`src/sv/ds_twr_pkg.sv`:
```
// ----------------------------------------------------------------------------
// ds_twr_pkg
// Shared types, codes and frame tables of the two-way ranging initiator.
// ----------------------------------------------------------------------------
package ds_twr_pkg;

    localparam int unsigned HEADER_LEN = 10;
    localparam int unsigned MAX_FRAME  = 20;
    localparam int unsigned POLL_LEN   = 10;
    localparam int unsigned FINAL_LEN  = 22;
    localparam int unsigned SEQ_POS    = 2;

    localparam int unsigned IDX_W = $clog2(FINAL_LEN);

    typedef enum logic [1:0] {
        PH_IDLE = 2'd0,
        PH_RESP = 2'd1,
        PH_SEND = 2'd2
    } phase_t;

    typedef enum logic [2:0] {
        MODE_START     = 3'd0,
        MODE_RESP_BYTE = 3'd1,
        MODE_TIMEOUT   = 3'd2,
        MODE_RX_ERROR  = 3'd3,
        MODE_SEND_DONE = 3'd4,
        MODE_LATE      = 3'd5
    } mode_t;

    typedef enum logic [2:0] {
        OC_OK       = 3'd0,
        OC_SEND_ERR = 3'd1,
        OC_LATE     = 3'd2,
        OC_MISMATCH = 3'd3,
        OC_TIMEOUT  = 3'd4,
        OC_RX_ERR   = 3'd5
    } outcome_t;

    typedef enum logic [1:0] {
        BK_POLL   = 2'd0,
        BK_FINAL  = 2'd1,
        BK_REPORT = 2'd2
    } burst_kind_t;

    typedef enum logic {
        CFG_TX_ANT_DELAY  = 1'b0,
        CFG_FINAL_DELAY   = 1'b1
    } cfg_index_t;

    localparam logic [15:0] TX_ANT_DELAY_RST = 16'd16385;
    localparam logic [15:0] FINAL_DELAY_RST  = 16'd2400;

    function automatic logic [7:0] resp_hdr_byte(input logic [3:0] i);
        logic [7:0] b;
        case (i)
            4'd0:    b = 8'h41;
            4'd1:    b = 8'h88;
            4'd2:    b = 8'h00;
            4'd3:    b = 8'hCA;
            4'd4:    b = 8'hDE;
            4'd5:    b = 8'h56;
            4'd6:    b = 8'h45;
            4'd7:    b = 8'h57;
            4'd8:    b = 8'h41;
            4'd9:    b = 8'h10;
            4'd10:   b = 8'h02;
            default: b = 8'h00;
        endcase
        return b;
    endfunction

    // poll and final headers differ only in the function code byte
    function automatic logic [7:0] frame_head_byte(input logic [3:0] i, input logic fin);
        logic [7:0] b;
        case (i)
            4'd0:    b = 8'h41;
            4'd1:    b = 8'h88;
            4'd3:    b = 8'hCA;
            4'd4:    b = 8'hDE;
            4'd5:    b = 8'h57;
            4'd6:    b = 8'h41;
            4'd7:    b = 8'h56;
            4'd8:    b = 8'h45;
            4'd9:    b = fin ? 8'h23 : 8'h21;
            default: b = 8'h00;
        endcase
        return b;
    endfunction

endpackage

```
`src/sv/ds_twr_initiator_sequencer.sv`:
```
// ----------------------------------------------------------------------------
// ds_twr_initiator_sequencer
// Initiator sequencer for double-sided two-way ranging: poll, response check,
// final frame and outcome reports.
// ----------------------------------------------------------------------------
// Every request is decoded combinationally against the phase state. Requests
// that give no result (response bytes before the last, events in the wrong
// phase) are taken every cycle, even while a frame drains. A request that gives
// results loads the output burst register, which then presents one result per
// cycle while out_stall is low: 10 results for a poll frame, 22 for a final
// frame, 1 for a report. The next result-producing request is taken in the
// cycle the last result of the current burst is taken; until then it is stalled.
module ds_twr_initiator_sequencer
    import ds_twr_pkg::*;
(
    input  logic        clk,
    input  logic        rst_n,

    input  logic        cfg_we,
    input  logic        cfg_index,
    input  logic [15:0] cfg_data,

    input  logic        in_valid,
    output logic        in_stall,
    input  logic [2:0]  mode,
    input  logic [7:0]  rx_byte,
    input  logic        rx_last,
    input  logic [39:0] poll_sent_time,
    input  logic [39:0] resp_arrival_time,

    output logic        out_valid,
    input  logic        out_stall,
    output logic        item_kind,
    output logic [7:0]  tx_byte,
    output logic        frame_end,
    output logic        delayed_launch,
    output logic [31:0] launch_time,
    output logic [2:0]  outcome,
    output logic [7:0]  sequence_res
);

    logic [15:0]      tx_ant_delay_reg;
    logic [15:0]      final_delay_reg;

    phase_t           phase_reg, phase_next;
    logic [7:0]       seq_reg, seq_next;
    logic [7:0]       rx_count_reg, rx_count_next;
    logic             mismatch_reg, mismatch_next;

    logic             burst_valid_reg;
    burst_kind_t      kind_reg, kind_next;
    logic [IDX_W-1:0] idx_reg;
    logic [7:0]       seq_res_reg, seq_res_next;
    outcome_t         oc_reg, oc_next;
    logic [31:0]      poll_ts_reg;
    logic [31:0]      resp_ts_reg;
    logic [31:0]      lt_reg, lt_next;

    logic             gives;
    logic             accept;
    logic             out_take;
    logic             burst_done;
    logic [IDX_W-1:0] last_idx;
    logic [39:0]      launch_sum;
    logic [7:0]       rx_inc;
    logic             hdr_bad;

    // ---------------- configuration ----------------
    always_ff @(posedge clk or negedge rst_n)
    begin
        if (!rst_n)
        begin
            tx_ant_delay_reg <= TX_ANT_DELAY_RST;
            final_delay_reg  <= FINAL_DELAY_RST;
        end
        else if (cfg_we)
        begin
            unique case (cfg_index_t'(cfg_index))
                CFG_TX_ANT_DELAY: tx_ant_delay_reg <= cfg_data;
                CFG_FINAL_DELAY:  final_delay_reg  <= cfg_data;
                default:          ;
            endcase
        end
    end

    // ---------------- request decode ----------------
    assign launch_sum = resp_arrival_time + {8'd0, final_delay_reg, 16'd0};
    assign rx_inc     = (rx_count_reg == 8'hFF) ? rx_count_reg : rx_count_reg + 8'd1;
    assign hdr_bad    = (rx_count_reg < 8'(HEADER_LEN)) && (rx_count_reg != 8'(SEQ_POS))
                        && (rx_byte != resp_hdr_byte(rx_count_reg[3:0]));

    always_comb
    begin
        phase_next    = phase_reg;
        seq_next      = seq_reg;
        rx_count_next = rx_count_reg;
        mismatch_next = mismatch_reg;
        gives         = 1'b0;
        kind_next     = BK_REPORT;
        oc_next       = OC_OK;
        seq_res_next  = seq_reg;
        lt_next       = launch_sum[39:8];

        if (mode_t'(mode) == MODE_START)
        begin
            gives         = 1'b1;
            kind_next     = BK_POLL;
            seq_next      = seq_reg + 8'd1;
            seq_res_next  = seq_reg + 8'd1;
            phase_next    = PH_RESP;
            rx_count_next = 8'd0;
            mismatch_next = 1'b0;
        end
        else if (phase_reg == PH_RESP)
        begin
            case (mode_t'(mode))
                MODE_RESP_BYTE:
                begin
                    rx_count_next = rx_inc;
                    mismatch_next = mismatch_reg | hdr_bad | (rx_inc > 8'(MAX_FRAME));
                    if (rx_last)
                    begin
                        gives = 1'b1;
                        if (mismatch_next || (rx_inc < 8'(HEADER_LEN)))
                        begin
                            mismatch_next = 1'b1;
                            oc_next       = OC_MISMATCH;
                            phase_next    = PH_IDLE;
                        end
                        else
                        begin
                            kind_next    = BK_FINAL;
                            seq_next     = seq_reg + 8'd1;
                            seq_res_next = seq_reg + 8'd1;
                            phase_next   = PH_SEND;
                        end
                    end
                end
                MODE_TIMEOUT:
                begin
                    gives      = 1'b1;
                    oc_next    = OC_TIMEOUT;
                    phase_next = PH_IDLE;
                end
                MODE_RX_ERROR:
                begin
                    gives      = 1'b1;
                    oc_next    = OC_RX_ERR;
                    phase_next = PH_IDLE;
                end
                default: ;
            endcase
        end
        else if (phase_reg == PH_SEND)
        begin
            case (mode_t'(mode))
                MODE_SEND_DONE:
                begin
                    gives      = 1'b1;
                    oc_next    = OC_OK;
                    phase_next = PH_IDLE;
                end
                MODE_LATE:
                begin
                    gives      = 1'b1;
                    oc_next    = OC_LATE;
                    phase_next = PH_IDLE;
                end
                MODE_TIMEOUT, MODE_RX_ERROR:
                begin
                    gives      = 1'b1;
                    oc_next    = OC_SEND_ERR;
                    phase_next = PH_IDLE;
                end
                default: ;
            endcase
        end
    end

    // ---------------- handshake ----------------
    always_comb
    begin
        unique case (kind_reg)
            BK_POLL:  last_idx = IDX_W'(POLL_LEN - 1);
            BK_FINAL: last_idx = IDX_W'(FINAL_LEN - 1);
            default:  last_idx = '0;
        endcase
    end

    assign out_valid  = burst_valid_reg;
    assign frame_end  = (idx_reg == last_idx);
    assign out_take   = out_valid && !out_stall;
    assign burst_done = out_take && frame_end;
    assign in_stall   = gives && burst_valid_reg && !burst_done;
    assign accept     = in_valid && !in_stall;

    always_ff @(posedge clk or negedge rst_n)
    begin
        if (!rst_n)
        begin
            phase_reg       <= PH_IDLE;
            seq_reg         <= 8'd0;
            rx_count_reg    <= 8'd0;
            mismatch_reg    <= 1'b0;
            burst_valid_reg <= 1'b0;
            kind_reg        <= BK_REPORT;
            idx_reg         <= '0;
        end
        else
        begin
            if (accept)
            begin
                phase_reg    <= phase_next;
                seq_reg      <= seq_next;
                rx_count_reg <= rx_count_next;
                mismatch_reg <= mismatch_next;
            end
            if (accept && gives)
            begin
                burst_valid_reg <= 1'b1;
                kind_reg        <= kind_next;
                idx_reg         <= '0;
            end
            else if (burst_done)
            begin
                burst_valid_reg <= 1'b0;
            end
            else if (out_take)
            begin
                idx_reg <= idx_reg + IDX_W'(1);
            end
        end
    end

    always_ff @(posedge clk)
    begin
        if (accept && gives)
        begin
            seq_res_reg <= seq_res_next;
            oc_reg      <= oc_next;
            poll_ts_reg <= poll_sent_time[31:0];
            resp_ts_reg <= resp_arrival_time[31:0];
            lt_reg      <= lt_next;
        end
    end

    // ---------------- result byte select ----------------
    logic [31:0]      final_stamp;
    logic [IDX_W-1:0] rel_idx;
    logic [7:0]       frame_byte;

    assign final_stamp = {lt_reg[23:1], 1'b0, 8'd0} + {16'd0, tx_ant_delay_reg};
    assign rel_idx     = idx_reg - IDX_W'(POLL_LEN);

    always_comb
    begin
        case (idx_reg) inside
            [0:9]:
            begin
                if (idx_reg == IDX_W'(SEQ_POS))
                    frame_byte = seq_res_reg - 8'd1;
                else
                    frame_byte = frame_head_byte(idx_reg[3:0], kind_reg == BK_FINAL);
            end
            [10:13]: frame_byte = poll_ts_reg[8*rel_idx[1:0] +: 8];
            [14:17]: frame_byte = resp_ts_reg[8*rel_idx[1:0] +: 8];
            default: frame_byte = final_stamp[8*rel_idx[1:0] +: 8];
        endcase
    end

    assign item_kind      = (kind_reg == BK_REPORT);
    assign tx_byte        = item_kind ? 8'd0 : frame_byte;
    assign delayed_launch = (kind_reg == BK_FINAL);
    assign launch_time    = delayed_launch ? lt_reg : 32'd0;
    assign outcome        = item_kind ? oc_reg : OC_OK;
    assign sequence_res   = seq_res_reg;

    // ---------------- assertions ----------------
    a_stall_only_busy: assert property (@(posedge clk) disable iff (!rst_n)
        in_stall |-> out_valid)
        else $error("input stalled with no burst pending");

    a_report_single: assert property (@(posedge clk) disable iff (!rst_n)
        (out_valid && kind_reg == BK_REPORT) |-> (idx_reg == '0))
        else $error("report burst advanced past its only result");

    a_idx_advance: assert property (@(posedge clk) disable iff (!rst_n)
        (out_valid && !out_stall && !frame_end) |=>
            (out_valid && idx_reg == $past(idx_reg) + IDX_W'(1)))
        else $error("burst index did not advance on a taken result");

    a_final_in_send: assert property (@(posedge clk) disable iff (!rst_n)
        (out_valid && kind_reg == BK_FINAL) |-> (phase_reg == PH_SEND))
        else $error("final frame draining outside send phase");

    a_idx_bound: assert property (@(posedge clk) disable iff (!rst_n)
        out_valid |-> (idx_reg <= last_idx))
        else $error("burst index past frame length");

endmodule
```
`config.mk`:
```
export PLATFORM = sky130hd
export DESIGN_NAME = ds_twr_initiator_sequencer
export DESIGN_NICKNAME = d
export VERILOG_FILES = /design/src/sv/ds_twr_pkg.sv /design/src/sv/ds_twr_initiator_sequencer.sv
export SDC_FILE = /design/constraint.sdc
export NUM_CORES = 1
export LEC_CHECK = 0
export BUFFER_PORTS_ARGS = -buffer_cell sky130_fd_sc_hd__buf_4
export CAP_MARGIN = 20
export CORE_MARGIN = 3
export CORE_UTILIZATION = 34
export DETAILED_ROUTE_END_ITERATION = 6
export GPL_TIMING_DRIVEN = 0
export PLACE_DENSITY = 0.52
export RECOVER_POWER = 25
export SYNTH_ARGS = -nofsm -noshare
export SYNTH_HDL_FRONTEND = slang
export SYNTH_SLANG_ARGS = --single-unit
```
`constraint.sdc`:
```
create_clock -name clk -period 10 [get_ports clk]
set_input_delay 1 -clock clk [delete_from_list [all_inputs] [get_ports clk]]
set_output_delay 1 -clock clk [all_outputs]
set_load 0.01 [all_outputs]
```
==> metrics.md <==
| Metric | Value |
|---|---|
| H-tree level count | 4 |
| Final setup violation count | 0 |
| Area growth from synthesis to final layout | 23.37% |
| Library cell occupying the most area in the post-synthesis netlist | edfxtp_1 |
| TritonRoute pass-1 iters | 5 |
| EDFF count, synth | 99 |
| Leftover overflow at the end of global routing | 0 |
| Power per unit of standard cell area | 187.8 nW/um2 |
| Crit-path slowest cell | dfrtp_1 |
| Total length of routed wires | 26,830 um |
| Share of final-layout standard cells stronger than drive strength 1 | 24.12% |
| Initial standard-cell utilization of the core | 35.08% |
| Run status | complete, but fails checks |
| Final critical-path share of the clock period | 47.55% |
| Wire length per cell | 19.39 um |
| Final critical delay including setup and external delays | 4.755 ns |
| WS Path Type | flop to primary output |
| Overall die area | 29,290 um2 |
| Mapped Nets | 1,008 |
| Post-route antenna net violation count | 0 |
| FILL cells | 2,634 |
| Share of the synthesized area in the top cell type | 32.06% |
| Leading post-synthesis cells by cell area | edfxtp_1, dfrtp_1, ha_1, mux2_2, xnor2_1 |
| Maximum vdd ir drop | 0.0001106 V |
| Antenna Cells | 0 |
| Vertical die dimension | 171.1 um |
| Post-synthesis cell area | 9271 um2 |
| Pin count of the biggest net entering global routing | 65 |
| Startpoint type of the worst setup path | flop |
| Wire length of the first global-routing pass | 41,080 um |
| Worst path required time | 9.00 ns |
| Asr flop ratio synth | 37.34% |
| Peak per-stage delay on the critical path | 0.41 ns |
| Root cell of the clock tree | clkbuf_16 |
| Total negative slack for setup checks | 0 ns |
| Violated checks | capacitance limit, slew limit |
| Clock slew at the register clock pins of the worst setup and hold paths | 0.07 ns |
| Max cap viols | 1 |
| Number of I/O pins | 170 |
| DRC Markers | 0 |
| Clock skew | 0.02594 ns |
| Hold buffer count at cts | 0 |
| # clock sinks | 158 |
| Worst hold slack | 0.4907 ns |
| Actual slew at the worst max-slew pin | 3.370 ns |
| Number of buffers created by CTS | 17 |
| Final hold viol count | 0 |
| Arrival time at the worst endpoint | 3.76 ns |
| Antenna violations before repair | 0 |
| Sequential fraction of the synthesis area | 48.08% |
| Total setup buffers inserted after CTS | 0 |
| Vias after detailed routing | 7,263 |
| Count of buffering cells on the critical path with inverters included | 6 |
| Synthesized area per cell | 10.84 um2 |
| Via count of the first global-routing pass | 7,050 |
| Worst max-slew margin expressed relative to the limit | -124.7% |
| Fin. max-slew vios | 60 |
| Predominant post-synthesis flop cell | edfxtp_1 |
| Violation count after the first detailed-routing iteration | 574 |
| Number of buffers added on ports | 161 |
| Non-filler instance count after layout | 1,384 |
| Endpoint type of the worst setup path | primary output |
| Register bit total from synthesis | 158 |
| Total instance count after detailed placement | 1,352 |
| Area of the placeable core | 26,430 um2 |
| Family with the most delay on the worst path | buffers and inverters |
| Most numerous cell in the Yosys netlist | edfxtp_1 |
| Fmax | 210.3 MHz |
| Max FO, Critical Path | 11 |
| Final weighted congestion of routability-driven global placement | 0.8726 |
| Worst hold path type | flop to flop |
| Setup repair after global routing missed its margin | false |
| Leakage Power | 4.528 nW |
| HPWL after detailed placement | 20,630 um |
| Total number of yosys warnings | 0 |
| Final-stage net count | 1,189 |
| Count of standard-cell rows | 59 |
| Number of instances in the synthesized netlist | 855 |
| Leading cell types by count after synthesis | edfxtp_1, a21oi_1, dfrtp_1, nand2_1, nor2_1 |
| DIE WIDTH | 171.1 um |
| Vias per std cell | 5.248 |
| Clock Latency Late Sink | 0.45 ns |
| Cell-by-cell listing of the critical path | clkbuf_8 -> inv_2 -> ha_1 -> clkbuf_1 -> o21ba_2 -> o32a_2 -> clkbuf_8 -> clkbuf_1 -> mux4_2 -> o211ai_1 -> a31oi_1 -> buf_4 |
| Buffer levels on the longest clock path | 2 |
| Total GRT Usage | 18.40% |
| Clock tree from TritonCTS | built |
| Count of distinct cell types in the synthesized netlist | 82 |
| Resized Gates After CTS | 0 |
==> where the power goes <==
part	total (mW)	internal [mW]	switching (mW)	leakage, nW
Clock	0.664	0.341	0.323	0.296
Combinational	0.654	0.281	0.373	2.60
Sequential	0.829	0.774	0.0553	1.63
==> stage by stage <==
stage | worst slack (ns) | area [um2] | utilization, % | power (mW)
2_1_floorplan | 4.624 | 9271 | - | 1.274
3_3_place_gp | 2.451 | 10900 | 41.24 | 1.497
3_5_place_dp | 5.786 | 10920 | 41.33 | 1.498
4_1_cts | 5.300 | 11520 | 43.61 | 2.171
5_1_grt | 5.049 | 11440 | 43.28 | 2.273
6_report | 5.245 | 11440 | 43.28 | 2.148
==> per-layer routing <==
layer / vias up / global-route usage, % / part of all wire (%)
met5: - / 0 / 0
met4: 0 / 4.934 / 1.9
met3: 32 / 4.667 / 6.4
met2: 213 / 27.44 / 44
met1: 3471 / 26.69 / 48
li1: 3547 / - / -
==> worst paths after layout <==
check                                      from            endpoint  slack [ns]  cells past startpoint
worst max-delay path                 idx_reg[1]          tx_byte[5]        5.24                     12
worst min-delay path                 seq_reg[7]          seq_reg[7]        0.49                      1
worst max register to register  rx_count_reg[0]     sequence_res[2]        6.64                     12
worst min register to register       seq_reg[7]          seq_reg[7]        0.49                      1
max in group asynchronous                 rst_n  final_delay_reg[9]        6.39                      1
min in group asynchronous                 rst_n          seq_reg[4]        1.69                      1
==> cell type report <==
class | count | area [um2] | share of cell area, %
plain buffers | 36 | 245.2 | 2.144
clock buffers | 17 | 425.4 | 3.719
clock inverters | 15 | 176.4 | 1.542
inverters | 33 | 123.9 | 1.083
multi-input cells | 628 | 4448 | 38.89
flip-flops and latches | 158 | 4458 | 38.97
well taps | 335 | 419.2 | 3.664
repair buffers | 162 | 1142 | 9.987
==> placed cells by master (no fill, tap or decap), drive strengths merged, types with 5 or more instances in the layout <==
cell and instances:
clkbuf 111, buf 104, edfxtp 99, a21oi 56, o21ai 53, nand2 52, dfrtp 52, nor2 52
inv 43, and2 40, ha 37, mux2 37, xnor2 34, xor2 24, nand3 20, nor3 19
nand4 14, nor2b 13, a31oi 13, a211oi 12, nand2b 12, mux2i 12, and3 11, o211ai 11
dfstp 7, a21o 7, o21bai 6, o22ai 5, a22oi 5, nor3b 5, o31ai 5, mux4 5
nor4 5, or3 5, clkinv 5
==> logic make-up (layout without fill, tap and decap cells) <==
family	after synthesis	in the layout	synth area share (%)
XOR/XNOR	58	58	5.479
AND/OR/NAND/NOR	265	265	15.13
flip-flops	158	158	48.08
AO/OA/AOI/OAI	211	211	14.83
buffers and inverters	69	263	3.941
multiplexers	54	54	7.004
adder cells (fa/ha/maj)	40	40	5.533
Note: power is estimated with default switching activity, not from simulation.
